`config.mk`:
```
export PLATFORM = sky130hd
export DESIGN_NAME = radix_prefixed_int_parser_top
export DESIGN_NICKNAME = d
export VERILOG_FILES = /design/src/hw/rtl/rpip_pkg.sv /design/src/hw/rtl/radix_prefixed_int_parser_top.sv /design/src/hw/rtl/rpip_scan.sv
export SDC_FILE = /design/constraint.sdc
export NUM_CORES = 1
export LEC_CHECK = 0
export BUFFER_PORTS_ARGS = -buffer_cell sky130_fd_sc_hd__buf_2
export CORE_MARGIN = 8
export CORE_UTILIZATION = 35
export CTS_CLUSTER_SIZE = 24
export DETAILED_ROUTE_END_ITERATION = 8
export GPL_ROUTABILITY_DRIVEN = 0
export GPL_TIMING_DRIVEN = 0
export SLEW_MARGIN = 20
export SYNTH_ARGS = -nofsm -noshare
export SYNTH_HDL_FRONTEND = slang
export SYNTH_HIERARCHICAL = 1
export SYNTH_SLANG_ARGS = --single-unit
```
`constraint.sdc`:
```
create_clock -name clk -period 5.67 [get_ports clk]
set_clock_uncertainty 0.1 [all_clocks]
set_input_delay 0.567 -clock clk [delete_from_list [all_inputs] [get_ports clk]]
set_output_delay 0.567 -clock clk [all_outputs]
set_load 0.1 [all_outputs]
```
`src/hw/rtl/rpip_pkg.sv`:
```
// Shared types, constants and helper functions for the radix-prefixed integer parser.
// The word types are used by rpip_scan and the top level; the digit decoder by rpip_scan.
package rpip_pkg;

  typedef struct packed {
    logic [7:0] char_code;
    logic       is_last;
  } in_word_t;

  typedef struct packed {
    logic [31:0] parsed_value;
    logic        parse_error;
    logic [5:0]  consumed_length;
  } out_word_t;

  localparam logic [7:0] CHAR_NUL     = 8'h00;
  localparam logic [7:0] CHAR_SPACE   = 8'h20;
  localparam logic [7:0] CHAR_ZERO    = 8'h30;
  localparam logic [7:0] CHAR_NINE    = 8'h39;
  localparam logic [7:0] CHAR_UC_A    = 8'h41;
  localparam logic [7:0] CHAR_UC_B    = 8'h42;
  localparam logic [7:0] CHAR_UC_F    = 8'h46;
  localparam logic [7:0] CHAR_UC_X    = 8'h58;
  localparam logic [7:0] CHAR_LC_A    = 8'h61;
  localparam logic [7:0] CHAR_LC_B    = 8'h62;
  localparam logic [7:0] CHAR_LC_F    = 8'h66;
  localparam logic [7:0] CHAR_LC_X    = 8'h78;

  localparam logic [2:0] WIDTH_BYTES_RESET = 3'd4;
  localparam logic       REG_WIDTH_BYTES   = 1'b0;

  typedef enum logic [1:0] {
    RADIX_BIN,
    RADIX_OCT,
    RADIX_DEC,
    RADIX_HEX
  } radix_t;

  // Returns {valid, value}.
  function automatic logic [4:0] digit_decode(input logic [7:0] c);
    logic [7:0] t;
    t = 8'h00;
    if (c >= CHAR_ZERO && c <= CHAR_NINE) begin
      t = c - CHAR_ZERO;
      return {1'b1, t[3:0]};
    end
    if (c >= CHAR_LC_A && c <= CHAR_LC_F) begin
      t = c - CHAR_LC_A + 8'd10;
      return {1'b1, t[3:0]};
    end
    if (c >= CHAR_UC_A && c <= CHAR_UC_F) begin
      t = c - CHAR_UC_A + 8'd10;
      return {1'b1, t[3:0]};
    end
    return 5'b0_0000;
  endfunction

  function automatic logic [4:0] radix_value(input radix_t r);
    unique case (r)
      RADIX_BIN: return 5'd2;
      RADIX_OCT: return 5'd8;
      RADIX_DEC: return 5'd10;
      RADIX_HEX: return 5'd16;
      default:   return 5'd10;
    endcase
  endfunction

  function automatic logic [31:0] byte_mask(input logic [2:0] wb);
    unique case (wb)
      3'd0:    return 32'h0000_0000;
      3'd1:    return 32'h0000_00FF;
      3'd2:    return 32'h0000_FFFF;
      3'd3:    return 32'h00FF_FFFF;
      default: return 32'hFFFF_FFFF;
    endcase
  endfunction

endpackage

```
`src/hw/rtl/radix_prefixed_int_parser_top.sv`:
```
// Top level of the radix-prefixed integer parser: input register, scan, result register.
// Depends on rpip_pkg and rpip_scan; holds the width_bytes register behind an APB port.
// A last character's result is captured in the result register when its word leaves the input stage.
// Throughput: one character word per cycle while the input is not stalled.
// A waiting result stalls the input only once another last character sits in the input stage.
// Reset (rst, synchronous): scan returns to head state, width_bytes to 4, stages empty.
module radix_prefixed_int_parser_top import rpip_pkg::*; #(
  parameter int MAX_CHARS = 32
) (
  input  logic        clk,
  input  logic        rst,
  input  logic        char_valid,
  output logic        char_stall,
  input  in_word_t    char_word,
  output logic        result_valid,
  input  logic        result_stall,
  output out_word_t   result_word,
  input  logic        psel,
  input  logic        penable,
  input  logic        pwrite,
  input  logic [2:0]  paddr,
  input  logic [31:0] pwdata,
  output logic [31:0] prdata,
  output logic        pready
);

  logic       width_wr;
  logic [2:0] width_bytes;
  logic       s1_valid;
  in_word_t   s1_word;
  logic       s1_adv;
  out_word_t  scan_result;

  assign pready   = 1'b1;
  assign width_wr = psel && penable && pwrite && pready && (paddr[2] == REG_WIDTH_BYTES);
  assign prdata   = (paddr[2] == REG_WIDTH_BYTES) ? {29'd0, width_bytes} : 32'd0;

  always_ff @(posedge clk) begin
    if (rst) begin
      width_bytes <= WIDTH_BYTES_RESET;
    end else if (width_wr) begin
      width_bytes <= pwdata[2:0];
    end
  end

  assign s1_adv     = s1_valid && (!s1_word.is_last || !result_valid || !result_stall);
  assign char_stall = s1_valid && !s1_adv;

  always_ff @(posedge clk) begin
    if (rst) begin
      s1_valid <= 1'b0;
    end else if (!char_stall) begin
      s1_valid <= char_valid;
    end
  end

  always_ff @(posedge clk) begin
    if (char_valid && !char_stall) begin
      s1_word <= char_word;
    end
  end

  rpip_scan #(
    .MAX_CHARS(MAX_CHARS)
  ) u_scan (
    .clk        (clk),
    .rst        (rst),
    .step       (s1_adv),
    .word       (s1_word),
    .width_bytes(width_bytes),
    .result     (scan_result)
  );

  always_ff @(posedge clk) begin
    if (rst) begin
      result_valid <= 1'b0;
    end else if (s1_adv && s1_word.is_last) begin
      result_valid <= 1'b1;
    end else if (!result_stall) begin
      result_valid <= 1'b0;
    end
  end

  always_ff @(posedge clk) begin
    if (s1_adv && s1_word.is_last) begin
      result_word <= scan_result;
    end
  end

  a_error_zeroes: assert property (@(posedge clk) disable iff (rst)
    result_valid && result_word.parse_error |->
      result_word.parsed_value == 32'd0 && result_word.consumed_length == 6'd0)
    else $error("error result carries nonzero value or length");

  a_stall_needs_word: assert property (@(posedge clk) disable iff (rst)
    char_stall |-> s1_valid && s1_word.is_last && result_valid)
    else $error("input stalled without a blocked last word");

  a_result_from_last: assert property (@(posedge clk) disable iff (rst)
    $rose(result_valid) |-> $past(s1_valid && s1_word.is_last))
    else $error("result raised without a last word");

endmodule

```
`src/hw/rtl/rpip_scan.sv`:
```
// Scan state and combinational update for one character word.
// Depends on rpip_pkg; produces the result word for the last character.
module rpip_scan import rpip_pkg::*; #(
  parameter int MAX_CHARS = 32
) (
  input  logic       clk,
  input  logic       rst,
  input  logic       step,
  input  in_word_t   word,
  input  logic [2:0] width_bytes,
  output out_word_t  result
);

  typedef enum logic [1:0] {
    PH_HEAD,
    PH_ZERO,
    PH_DIGITS,
    PH_DONE
  } phase_t;

  localparam logic [5:0] MaxCount = 6'(MAX_CHARS);

  phase_t      phase, phase_next;
  radix_t      radix, radix_next;
  logic [31:0] accumulator, accumulator_next;
  logic [5:0]  char_count, char_count_next;
  logic        error_seen, error_seen_next;

  logic [4:0]  dig;
  logic [4:0]  rad_val;
  logic        take;
  radix_t      rad_use;
  logic [31:0] acc_scaled;

  assign dig     = digit_decode(word.char_code);
  assign rad_use = (phase == PH_HEAD) ? RADIX_DEC :
                   (phase == PH_ZERO) ? RADIX_OCT : radix;
  assign rad_val = radix_value(rad_use);

  always_comb begin
    unique case (rad_use)
      RADIX_BIN: acc_scaled = {accumulator[30:0], 1'b0};
      RADIX_OCT: acc_scaled = {accumulator[28:0], 3'b000};
      RADIX_DEC: acc_scaled = {accumulator[28:0], 3'b000} + {accumulator[30:0], 1'b0};
      RADIX_HEX: acc_scaled = {accumulator[27:0], 4'b0000};
      default:   acc_scaled = accumulator;
    endcase
  end

  always_comb begin
    phase_next       = phase;
    radix_next       = radix;
    accumulator_next = accumulator;
    char_count_next  = char_count;
    error_seen_next  = error_seen;
    take             = 1'b0;

    if (phase != PH_DONE && !error_seen) begin
      if (word.char_code == CHAR_NUL) begin
        phase_next = PH_DONE;
      end else if (char_count >= MaxCount) begin
        phase_next = PH_DONE;
      end else begin
        char_count_next = char_count + 6'd1;
        unique case (phase)
          PH_HEAD: begin
            if (word.char_code == CHAR_SPACE) begin
              phase_next = PH_HEAD;
            end else if (word.char_code == CHAR_ZERO) begin
              phase_next = PH_ZERO;
            end else begin
              phase_next = PH_DIGITS;
              radix_next = RADIX_DEC;
              take       = 1'b1;
            end
          end
          PH_ZERO: begin
            phase_next = PH_DIGITS;
            if (word.char_code == CHAR_LC_B || word.char_code == CHAR_UC_B) begin
              radix_next = RADIX_BIN;
            end else if (word.char_code == CHAR_LC_X || word.char_code == CHAR_UC_X) begin
              radix_next = RADIX_HEX;
            end else begin
              radix_next = RADIX_OCT;
              take       = 1'b1;
            end
          end
          default: begin
            take = 1'b1;
          end
        endcase
        if (take) begin
          if (!dig[4] || {1'b0, dig[3:0]} >= rad_val) begin
            error_seen_next = 1'b1;
            phase_next      = PH_DONE;
          end else begin
            accumulator_next = acc_scaled + {28'd0, dig[3:0]};
          end
        end
        if (phase_next != PH_DONE && char_count_next >= MaxCount) begin
          phase_next = PH_DONE;
        end
      end
    end
  end

  always_comb begin
    if (error_seen_next) begin
      result.parsed_value    = 32'd0;
      result.parse_error     = 1'b1;
      result.consumed_length = 6'd0;
    end else begin
      result.parsed_value    = accumulator_next & byte_mask(width_bytes);
      result.parse_error     = 1'b0;
      result.consumed_length = char_count_next + 6'd1;
    end
  end

  always_ff @(posedge clk) begin
    if (rst) begin
      phase       <= PH_HEAD;
      radix       <= RADIX_DEC;
      accumulator <= 32'd0;
      char_count  <= 6'd0;
      error_seen  <= 1'b0;
    end else if (step) begin
      if (word.is_last) begin
        phase       <= PH_HEAD;
        radix       <= RADIX_DEC;
        accumulator <= 32'd0;
        char_count  <= 6'd0;
        error_seen  <= 1'b0;
      end else begin
        phase       <= phase_next;
        radix       <= radix_next;
        accumulator <= accumulator_next;
        char_count  <= char_count_next;
        error_seen  <= error_seen_next;
      end
    end
  end

endmodule
```
Yosys cells after proc, flatten, opt, wreduce, memory -nomap -nowiden
Index checks and enable logic that the tools add are counted.

operators by class
  $add $sub $neg = 9
  reduce and logical (&&, ||, !) cells = 32
  mux-type cells = 68
  equal/unequal tests = 20
  bitwise gates (word level) = 2
  order comparisons = 9

operator list
  operator                                                            count
  case mux 32 bit (4 select lines)                                    2
  two-way mux 32 bit                                                  7
  two-way mux 2 bit                                                   22
  adder 32 bit                                                        1
  adder 32 x 4 -> 32 bit                                              1
  AND 32 bit                                                          1
  == test 8 x 7 -> 1 bit (second input constant)                      4
  two-way mux 5 bit                                                   6
  two-way mux 6 bit                                                   4
  two-way mux 1 bit                                                   21
  case mux 5 bit (4 select lines)                                     1
  == test 8 x 6 -> 1 bit (second input constant)                      2
  greater-or-equal comparator 8 x 7 -> 1 bit (second input constant)  2
  less-or-equal comparator 8 x 7 -> 1 bit (second input constant)     2
  adder 6 x 1 -> 6 bit (second input constant)                        2
  greater-or-equal comparator 6 bit (second input constant)           2
  logical AND 1 bit                                                   12
  subtractor 4 x 1 -> 4 bit (second input constant)                   3
  adder 4 bit (second input constant)                                 2
  greater-or-equal comparator 8 x 6 -> 1 bit (second input constant)  1
  less-or-equal comparator 8 x 6 -> 1 bit (second input constant)     1
  zero test 8 bit                                                     1
  inequality test 2 bit (second input constant)                       4
  case mux 2 bit (2 select lines)                                     2
  other kinds (19)                                                    34

word-level totals
  logic and storage cells = 153
  register bits = 96
  bits of input ports = 51
  output and inout port bits = 74

Longest topological paths before layout
  depth after elaboration = 23
  gate-level depth with buffers = 21
  depth with buffers taken out = 17

By module
The synthesis kept the hierarchy.

modules (own cells, without submodules)
  module                         cells each  area each (sq um)  instances  seq. area each (sq um)
  rpip_scan                      853         6297.3             1          860.8
  radix_prefixed_int_parser_top  110         1936.9             1          1541.5

Worst setup path after synthesis
Ideal clock, no wire load.

  kind = flip-flop to flip-flop
  start point = reg u_scan.phase[1]
  end point = reg result_word[33] (netlist name) (data pin)
  setup time = 0.271 ns
  setup slack = 0.851 ns
  required time = 5.299 ns
  path buffers = 5
  data arrival time = 4.449 ns
  stages on the path, launching flop included = 19
  period minus slack after synthesis = 4.819 ns
  cells stage by stage = dfxtp_1 > clkbuf_1 > mux2i_1 > ha_1 > buf_2 > buf_2 > clkbuf_1 > buf_1 > o21ai_0 > ha_1 > a21oi_1 > nor4_4 > nand3_2 > nor4b_4 > nand4_2 > nor3_4 > nor3b_4 > xnor2_1 > a21oi_1

on the way
  cells in the longest elaborated chain, start to end = 13
  elaborated cells on any way between the ends = 30
  those cells by class = add/sub (1); order compare (1); eq/ne (5); mux (18); bitwise (1); reduce/logical (4)

RTL lines
  what                                                             line                                 source
  from (decl)                                                      rpip_scan.sv:23                      phase_t phase, phase_next;
  from (signal assigned)                                           rpip_scan.sv:134                     phase <= phase_next;
  branches (longest 13 deep; another with adder 32 x 4 -> 32 bit)  n/a
  to (signal assigned)                                             radix_prefixed_int_parser_top.sv:86  result_word <= scan_result;
  to (decl)                                                        radix_prefixed_int_parser_top.sv:17  output out_word_t result_word,

Parallel ways; which one is timed is not known. The select of a mux whose other input is x is not followed.
A chain may end at the register's enable or synchronous reset.

Final worst setup path
  start point = reg u_scan.phase[0]
  end point = reg result_word[33] (netlist name) (data pin)

Same word-level chain as after synthesis.

==> flow_metrics.tcl <==
set metrics [dict create \
    finalCritPeriodShare_pct 92.2 \
    synth_area_per_cell_sq_um 8.55 \
    final.min_clock_period_ns 5.23 \
    fin_util_pct 40.4 \
    numPortBuffers 63 \
    ys.flop_type "edfxtp_1" \
    stdcell_count 1385 \
    area_growth_pct 14.2 \
    maxCapViolCount 0 \
    finalPower_mw 1.83 \
    post_cts_resized 2 \
    cp.required_ns 5.64 \
    die-area_sq_um 28700 \
    wirelength_mm 23.8 \
    diodes 0 \
    synth-edff-count 48 \
    startpoint_type "register" \
    ir_worst_vdd_mv 0.151 \
    clkTransAtPathRegs_ns 0.07 \
    worstSetupEndpointType "register" \
    grt_pass1_wl_mm 38.3 \
    grt_remaining_overflow 0 \
    start_util_pct 35.4 \
    cts_made_buffers 9 \
    final_nets 1159 \
    clkLatencyLatePin_ns 0.34 \
    core-area_sq_um 23300 \
    synth_cell_types 102 \
    vias 7626 \
    clockRootBuffer "clkbuf_16" \
    die_x_microns 169 \
    hold_viol 0 \
    yosysWarnings 6 \
    worstMarginPinSlew_ns 0.816 \
    power_leakage_nw 3.72 \
    dp.cells 1374 \
    grt_setup_unrepaired "no" \
    post_cts_buffers 0 \
    hold_path_class "input pin to register" \
    fmax_ghz 0.191 \
    vias_per_cell 5.51 \
    clock-sinks 96 \
    yosysSeqAreaShare_pct 29.2 \
    synthesis.area_sq_um 8230 \
    antenna_found_initial 0 \
    cts_buffer_depth 2 \
    ys_ff_latch 96 \
    io_pins 125 \
    drtAntennaViolNets 0 \
    grt_usage_pct 16.3 \
    rows 56 \
    cts_hold_buf 0 \
    drive_gt1_share_pct 17.1 \
    timing.slew.headroom_pct 45.2 \
    critPathArrivalTime_ns 5.20 \
    htreeDepth 3 \
    syn_inst 963 \
    setup_viol 0 \
    hpwlAfterDp_mm 18.7 \
    die_h_microns 169 \
    tritoncts "done" \
    grt_max_degree 24 \
    ys_async_sr_fraction_pct 0 \
    status "completed" \
    drtIter0Drc 540 \
    p_per_area_nw_per_um2 194 \
    maxSlewViolCount 0 \
    setup.worst_path.class "register to register" \
    grt_pass1_vias 7183 \
    dr.pass1.iters 5 \
    wl_per_cell_microns 17.2 \
    drc 0 \
    critPathMaxFanout 19 \
]
## state kept, by name, indices dropped and copies added, names as in the netlist, 2 cells and up
name and cells:
result_word 39, s1_word 9, u_scan/accumulator 32, u_scan/char_count 6, u_scan/phase 2, u_scan/radix 2, width_bytes 3
## synthesized netlist by cell type, types with 15 or more instances
cell type,instances,area (sq um)
mux2i_1,18,180
a221o_1,17,170
nor2_1,102,383
ha_1,45,563
nand2b_1,21,131
nand3_1,23,115
xnor2_1,26,228
o21ai_0,36,180
dfxtp_1,48,961
edfxtp_1,48,1440
nor2b_1,16,100
a31oi_1,15,93.8
clkbuf_1,31,116
a211oi_1,18,135
nand2_1,67,251
nand4_1,23,144
a21oi_1,60,300
inv_1,33,124
a22oi_1,17,128
buf_4,33,248
## area by class of cell
cell class | instances | area [sq um]
inverter | 34 | 128
tap | 319 | 399
timing repair buffer | 64 | 343
multi-input combinational | 779 | 5380
fill | 2419 | 13900
sequential | 96 | 2400
clock inverter | 6 | 67.6
clock buffer | 10 | 239
buffer | 77 | 439
## critical path, stage by stage, from the launching register on
cell	delay (ns)
dfxtp_1	0.31
clkbuf_1	0.36
o21ai_1	0.19
inv_1	0.11
ha_1	0.17
buf_2	0.27
clkbuf_4	0.33
buf_2	0.29
o21ai_0	0.19
ha_1	0.38
a21oi_1	0.14
nor4_4	0.34
nand3_2	0.17
nor4b_4	0.36
nand4_2	0.21
nor3_4	0.40
nor3b_4	0.30
xnor2_1	0.20
a21oi_1	0.12
## metrics by stage
| step | setup WS [ns] | hold WS [ns] | TNS (ns) | cell area (sq um) |
|---|---|---|---|---|
| finish | 0.444 | 0.294 | 0 | 9400 |
| global placement | -0.295 | 0.336 | -2.40 | 9050 |
| detailed placement | -0.338 | 0.346 | -2.94 | 9100 |
| floorplan | 0.851 | 0.320 | 0 | 8340 |
| CTS | 0.0688 | 0.286 | 0 | 9400 |
| global route | 0.0125 | 0.280 | 0 | 9400 |
## cell families after synthesis
logic type / count (synthesis) / share of synthesized area [%]
AOI/OAI and AO/OA: 292 / 25.6
xor gates and xnor gates: 40 / 4.25
adders and majority gates: 47 / 7.32
buffers and inverters: 116 / 7.07
DFF: 96 / 29.2
muxes: 20 / 2.49
other: 2 / 0.0912
and+or+nand+nor: 350 / 23.9
## where the power goes
part / switching [mW] / leakage (nW) / internal [mW]
Sequential: 0.0124 / 0.841 / 0.741
Combinational: 0.332 / 2.73 / 0.120
Clock: 0.265 / 0.145 / 0.355
## layer usage
metal	vias up	global-route usage, %	part of all wire, %
li1	3764	-	-
met1	3612	22.1	47
met2	214	26.7	46
met3	36	2.49	5.0
met4	0	4.00	2.0
met5	-	0	0
## worst paths after layout
check / from / end / slack [ns] / cells after the start
setup / recovery: u_scan/phase[0] / result_word[33] / 0.44 / 18
hold / removal: char_word[4] / s1_word[4] / 0.29 / 1
setup reg to reg: u_scan/phase[0] / result_word[33] / 0.44 / 18
hold reg to reg: u_scan/accumulator[31] / u_scan/accumulator[31] / 0.36 / 2
## placed cells by master, fill, tap and decap left out, types with 7 or more instances in the layout
cell type | netlist | final
nor2_1 | 102 | 102
buf_2 | 11 | 73
nand2_1 | 67 | 67
a21oi_1 | 60 | 59
edfxtp_1 | 48 | 48
dfxtp_1 | 48 | 47
ha_1 | 45 | 45
o21ai_0 | 36 | 35
inv_1 | 33 | 33
buf_4 | 33 | 33
conb_1 | 2 | 30
clkbuf_1 | 31 | 27
xnor2_1 | 26 | 26
nand4_1 | 23 | 23
nand3_1 | 23 | 23
nand2b_1 | 21 | 21
a211oi_1 | 18 | 18
mux2i_1 | 18 | 17
a22oi_1 | 17 | 17
a221o_1 | 17 | 17
nor2b_1 | 16 | 16
a31oi_1 | 15 | 15
nor3_1 | 14 | 14
xor2_1 | 14 | 14
a21o_1 | 11 | 11
o21ai_1 | 9 | 10
clkbuf_16 | 0 | 9
o22ai_1 | 9 | 9
nand3b_1 | 9 | 9
and3_1 | 8 | 8
a221oi_1 | 8 | 8
a2bb2oi_1 | 8 | 8
and2_1 | 7 | 7
Note: power is estimated with default switching activity, not from simulation.
